==> src/ntt_pkg.sv <==
// Package for the mod-3329 NTT engine: constants, state and control types,
// twiddle table. No dependencies.
package ntt_pkg;
  localparam int unsigned Q = 3329;
  localparam int unsigned LANES = 4;
  localparam int unsigned POLY_LEN = 256;
  localparam int unsigned ITEMS = POLY_LEN / LANES;
  localparam int unsigned ZETA_COUNT = 128;
  localparam int unsigned BARRETT_M = 5039;  // floor(2^24 / Q)
  localparam logic [11:0] INV_SCALE = 12'd3303;

  typedef enum logic [2:0] {
    ST_LOAD, ST_RD, ST_WAIT, ST_MUL, ST_WB, ST_OUT_RD, ST_OUT_WAIT, ST_OUT
  } state_t;

  typedef struct packed {
    logic        inv;
    logic        scale;
    logic [11:0] zeta;
  } bfly_ctl_t;

  // 17 to the bit-reversed 7-bit exponent of k, packed 12 bits per entry
  function automatic logic [12*ZETA_COUNT-1:0] zeta_table();
    logic [12*ZETA_COUNT-1:0] tab;
    int unsigned e;
    int unsigned acc;
    int unsigned b;
    tab = '0;
    for (int k = 0; k < ZETA_COUNT; k++) begin
      e = 0;
      for (int i = 0; i < 7; i++) e = (e << 1) | ((k >> i) & 1);
      acc = 1;
      b = 17;
      for (int i = 0; i < 7; i++) begin
        if (((e >> i) & 1) != 0) acc = (acc * b) % Q;
        b = (b * b) % Q;
      end
      tab[12*k +: 12] = acc[11:0];
    end
    return tab;
  endfunction

  localparam logic [12*ZETA_COUNT-1:0] ZETAS = zeta_table();
endpackage

==> src/ntt_bfly.sv <==
// Shared butterfly unit: pipelined mod-q multiply with Barrett reduction; add/sub
// after it (forward) or before it (inverse), none in scale mode. Depends on ntt_pkg.
module ntt_bfly import ntt_pkg::*; (
  input  logic        clk,
  input  bfly_ctl_t   ctl,
  input  logic [11:0] a,
  input  logic [11:0] b,
  output logic [11:0] ya,
  output logic [11:0] yb
);
  logic [12:0] sum, dif;
  logic [11:0] sum_m, dif_m, mop;
  logic [23:0] prod_r, prod_nxt;
  logic [11:0] a_r, b_r;
  logic [36:0] est;
  logic [11:0] quot_r, quot_nxt;
  logic [23:0] prod2_r;
  logic [11:0] a2_r, b2_r;
  logic [12:0] rem;
  logic [11:0] red;
  logic [12:0] ta, tb;

  always_comb begin
    sum = {1'b0, a} + {1'b0, b};
    sum_m = (sum >= 13'(Q)) ? 12'(sum - 13'(Q)) : sum[11:0];
    dif = {1'b0, b} + 13'(Q) - {1'b0, a};
    dif_m = (dif >= 13'(Q)) ? 12'(dif - 13'(Q)) : dif[11:0];
    mop = ctl.scale ? a : (ctl.inv ? dif_m : b);
    prod_nxt = {12'd0, mop} * {12'd0, ctl.zeta};
    est = {13'd0, prod_r} * 37'(BARRETT_M);
    quot_nxt = est[35:24];
  end

  always_ff @(posedge clk) begin
    prod_r <= prod_nxt;
    a_r <= ctl.inv ? sum_m : a;
    b_r <= b;
    quot_r <= quot_nxt;
    prod2_r <= prod_r;
    a2_r <= a_r;
    b2_r <= b_r;
  end

  always_comb begin
    rem = 13'(prod2_r - {12'd0, quot_r} * 24'(Q));
    red = (rem >= 13'(Q)) ? 12'(rem - 13'(Q)) : rem[11:0];
    ta = {1'b0, a2_r} + {1'b0, red};
    tb = {1'b0, a2_r} + 13'(Q) - {1'b0, red};
    if (ctl.scale) begin
      ya = red;
      yb = b2_r;
    end else if (ctl.inv) begin
      ya = a2_r;
      yb = red;
    end else begin
      ya = (ta >= 13'(Q)) ? 12'(ta - 13'(Q)) : ta[11:0];
      yb = (tb >= 13'(Q)) ? 12'(tb - 13'(Q)) : tb[11:0];
    end
  end
endmodule

==> config.mk <==
export PLATFORM = sky130hd
export DESIGN_NAME = ntt_bfly
export DESIGN_NICKNAME = d
export VERILOG_FILES = /design/src/ntt_pkg.sv /design/src/ntt_bfly.sv
export SDC_FILE = /design/constraint.sdc
export NUM_CORES = 1
export LEC_CHECK = 0
export ABC_CLOCK_PERIOD_IN_PS = 13300
export BUFFER_PORTS_ARGS = -buffer_cell sky130_fd_sc_hd__clkbuf_2
export CAP_MARGIN = 20
export CORE_ASPECT_RATIO = 1.4
export CORE_UTILIZATION = 66
export CTS_CLUSTER_DIAMETER = 50
export DETAILED_ROUTE_END_ITERATION = 12
export PLACE_DENSITY = 0.86
export SYNTH_ARGS = -nofsm -noshare
export SYNTH_HDL_FRONTEND = slang
export SYNTH_SLANG_ARGS = --single-unit
export TNS_END_PERCENT = 5
==> constraint.sdc <==
create_clock -name clk -period 13.3 [get_ports clk]
set_input_delay 2.66 -clock clk [delete_from_list [all_inputs] [get_ports clk]]
set_output_delay 2.66 -clock clk [all_outputs]
set_load 0.005 [all_outputs]
==> results.json <==
{
  "timing.final.crit_share_pct": 87.4,
  "rows": 70,
  "ys_ff_latch": 97,
  "start_util_pct": 67.7,
  "crit_start": "prod2_r[3]",
  "slew_headroom_pct": 27.4,
  "tritoncts.num_buffers": 9,
  "highest_layer": "met4",
  "mappedNetlistArea_sq_um": 17800,
  "clk_pin_slew_ns": 0.08,
  "drtIter0Drc": 946,
  "stdcell_count": 2370,
  "wl_um": 43100,
  "fill_cells": 1936,
  "drv_slew": 0,
  "cp.required_ns": 10.64,
  "tightest_slew_ns": 1.09,
  "crit_slowest_cell": "fa_1",
  "crit_type": "reg -> out",
  "die_width_um": 141,
  "portBuffers": 62,
  "outcome": "finished clean",
  "async_reset_ff_share_pct": 0,
  "syn-num-nets": 2543,
  "root_buffer": "clkbuf_16",
  "ys_warn_count": 0,
  "ys_top_cells_by_area": "fa_1, ha_1, dfxtp_1",
  "skew_ns": 0.0154,
  "fp.dieH_um": 197,
  "m1WireLength_um": 16100,
  "syn_avg_cell_area_sq_um": 9.04,
  "fin_crit_ns": 11.62,
  "cts_hold_buf": 0,
  "fin_tns_setup_ns": 0,
  "antenna_left": 0,
  "cts_resized": 0,
  "drive_gt1_share_pct": 6.42,
  "dr_wl_met2_um": 22500,
  "timing.rr.start": "prod_r[18]",
  "areaGrowthSynthToFinish_pct": 4.80,
  "hold_viol": 0,
  "ys.flop_type": "dfxtp_1",
  "final_common_cell": "inv_1",
  "antenna_found_initial": 1,
  "clockBufferDepth": 2,
  "slowest_delay_ns": 0.51,
  "ys_seq_area_share_pct": 10.9,
  "crit_fanout": 12,
  "post-cts-setup-buffers": 0,
  "r2r_cells": 18,
  "rsz0062_at_grt": "no",
  "grt_usage_pct": 33.0,
  "min_path_type": "reg -> reg",
  "vias": 14055,
  "synth_cell_type_count": 89,
  "placedCellCount": 2353,
  "hold_slack_ns": 0.325,
  "grt_max_degree": 38,
  "yosysTopAreaCellShare_pct": 26.6,
  "synth_top_cell_by_area": "fa_1",
  "grt_pass1_wl_um": 72200,
  "wire_per_inst_um": 18.2,
  "clk_latency_ns": 0.35,
  "max_clock_freq_ghz": 0.0860,
  "overflow": 0,
  "setup_violations": 0,
  "cp-start-kind": "register",
  "die_area_sq_um": 27700,
  "clock_sinks": 97,
  "hold_depth": 0,
  "final_nets": 2573,
  "layout_common_cells": "inv_1, ha_1, fa_1, nand2_1",
  "syn-instance-count": 1974,
  "wl_met3_um": 1950,
  "drc_errors": 0,
  "synth_enable_flop_cells": 0,
  "drtPass1Iterations": 7,
  "maxCapViolations": 0,
  "dp_hpwl_um": 35400,
  "worstPathArrival_ns": 8.96,
  "io-pin-count": 63,
  "grt_pass1_vias": 15107,
  "gp_congestion": 0.928,
  "htreeDepth": 3,
  "hp-start": "b_r[5]",
  "cts_tree": "done",
  "cp-end-kind": "output port",
  "core_sq_um": 26400,
  "viasPerCell": 5.93
}
-- stage by stage --
step	instance area, sq um	utilization (%)	setup WS (ns)
4_1_cts	18700	70.9	1.68
3_3_place_gp	18400	69.8	2.32
5_1_grt	18700	70.9	1.01
6_report	18700	70.9	1.68
2_1_floorplan	17800	-	3.06
3_5_place_dp	18400	69.8	2.02
-- Yosys cell counts (all sizes together) (22+ instances only) --
cell type and n:
a21o 22, a21oi 64, and2 79, clkbuf 30
dfxtp 97, fa 237, ha 293, inv 398
nand2 131, nand3 25, nor2 98, nor3 29
o21ai 54, xnor2 76, xor2 31
-- path summary, 6_finish.rpt --
path	slack, ns	end
max reg2reg	7.20	quot_r[11]
min reg2reg	0.33	b2_r[5]
min	0.33	b2_r[5]
max	1.68	yb[7]
-- worst max-delay path, delay by kind of cell (launching register included) --
family                     cells  cell delay [ns]
and+or+nand+nor                5             1.02
adders and majority gates      8             2.95
xor gates and xnor gates       2             0.49
AOI/OAI and AO/OA             11             3.04
DFF                            1             0.37
buffers and inverters          6             0.73
-- state kept, by name, indices dropped and copies added (netlist names) --
signal and flops:
a2_r 12, a_r 12, b2_r 12, b_r 12, prod2_r 13, prod_r 24
quot_r 12
-- metal layers --
metal  vias to the layer above  global-route usage, %
li1                       6518                      -
met1                      6908                   37.1
met2                       472                   61.5
met3                       157                   2.53
met4                         0                   18.1
met5                         -                      0
-- logic make-up (layout without fill, tap and decap cells) --
| family | count (synthesis) | in the layout | synth area share [%] |
|---|---|---|---|
| AO/OA/AOI/OAI | 316 | 316 | 12.7 |
| XOR/XNOR | 107 | 107 | 5.50 |
| adder cells (fa/ha/maj) | 531 | 531 | 47.2 |
| buffers and inverters | 447 | 482 | 9.70 |
| flip-flops | 97 | 97 | 10.9 |
| multiplexers | 18 | 18 | 1.06 |
| other | 0 | 1 | 0 |
| AND/OR/NAND/NOR | 458 | 458 | 13.0 |
-- area by class of cell --
class / instances / area (sq um) / share of cell area, %
antenna: 1 / 2.50 / 0.0134
clock inverter: 7 / 58.8 / 0.314
multi-input combinational: 1430 / 14200 / 75.8
timing repair buffer: 68 / 355 / 1.90
sequential: 97 / 1940 / 10.4
clock buffer: 9 / 225 / 1.20
inverter: 398 / 1490 / 7.99
tap: 360 / 450 / 2.41
Power is not shown: default switching activity piles up to over one toggle a cycle in this logic, so the estimate is an artifact.
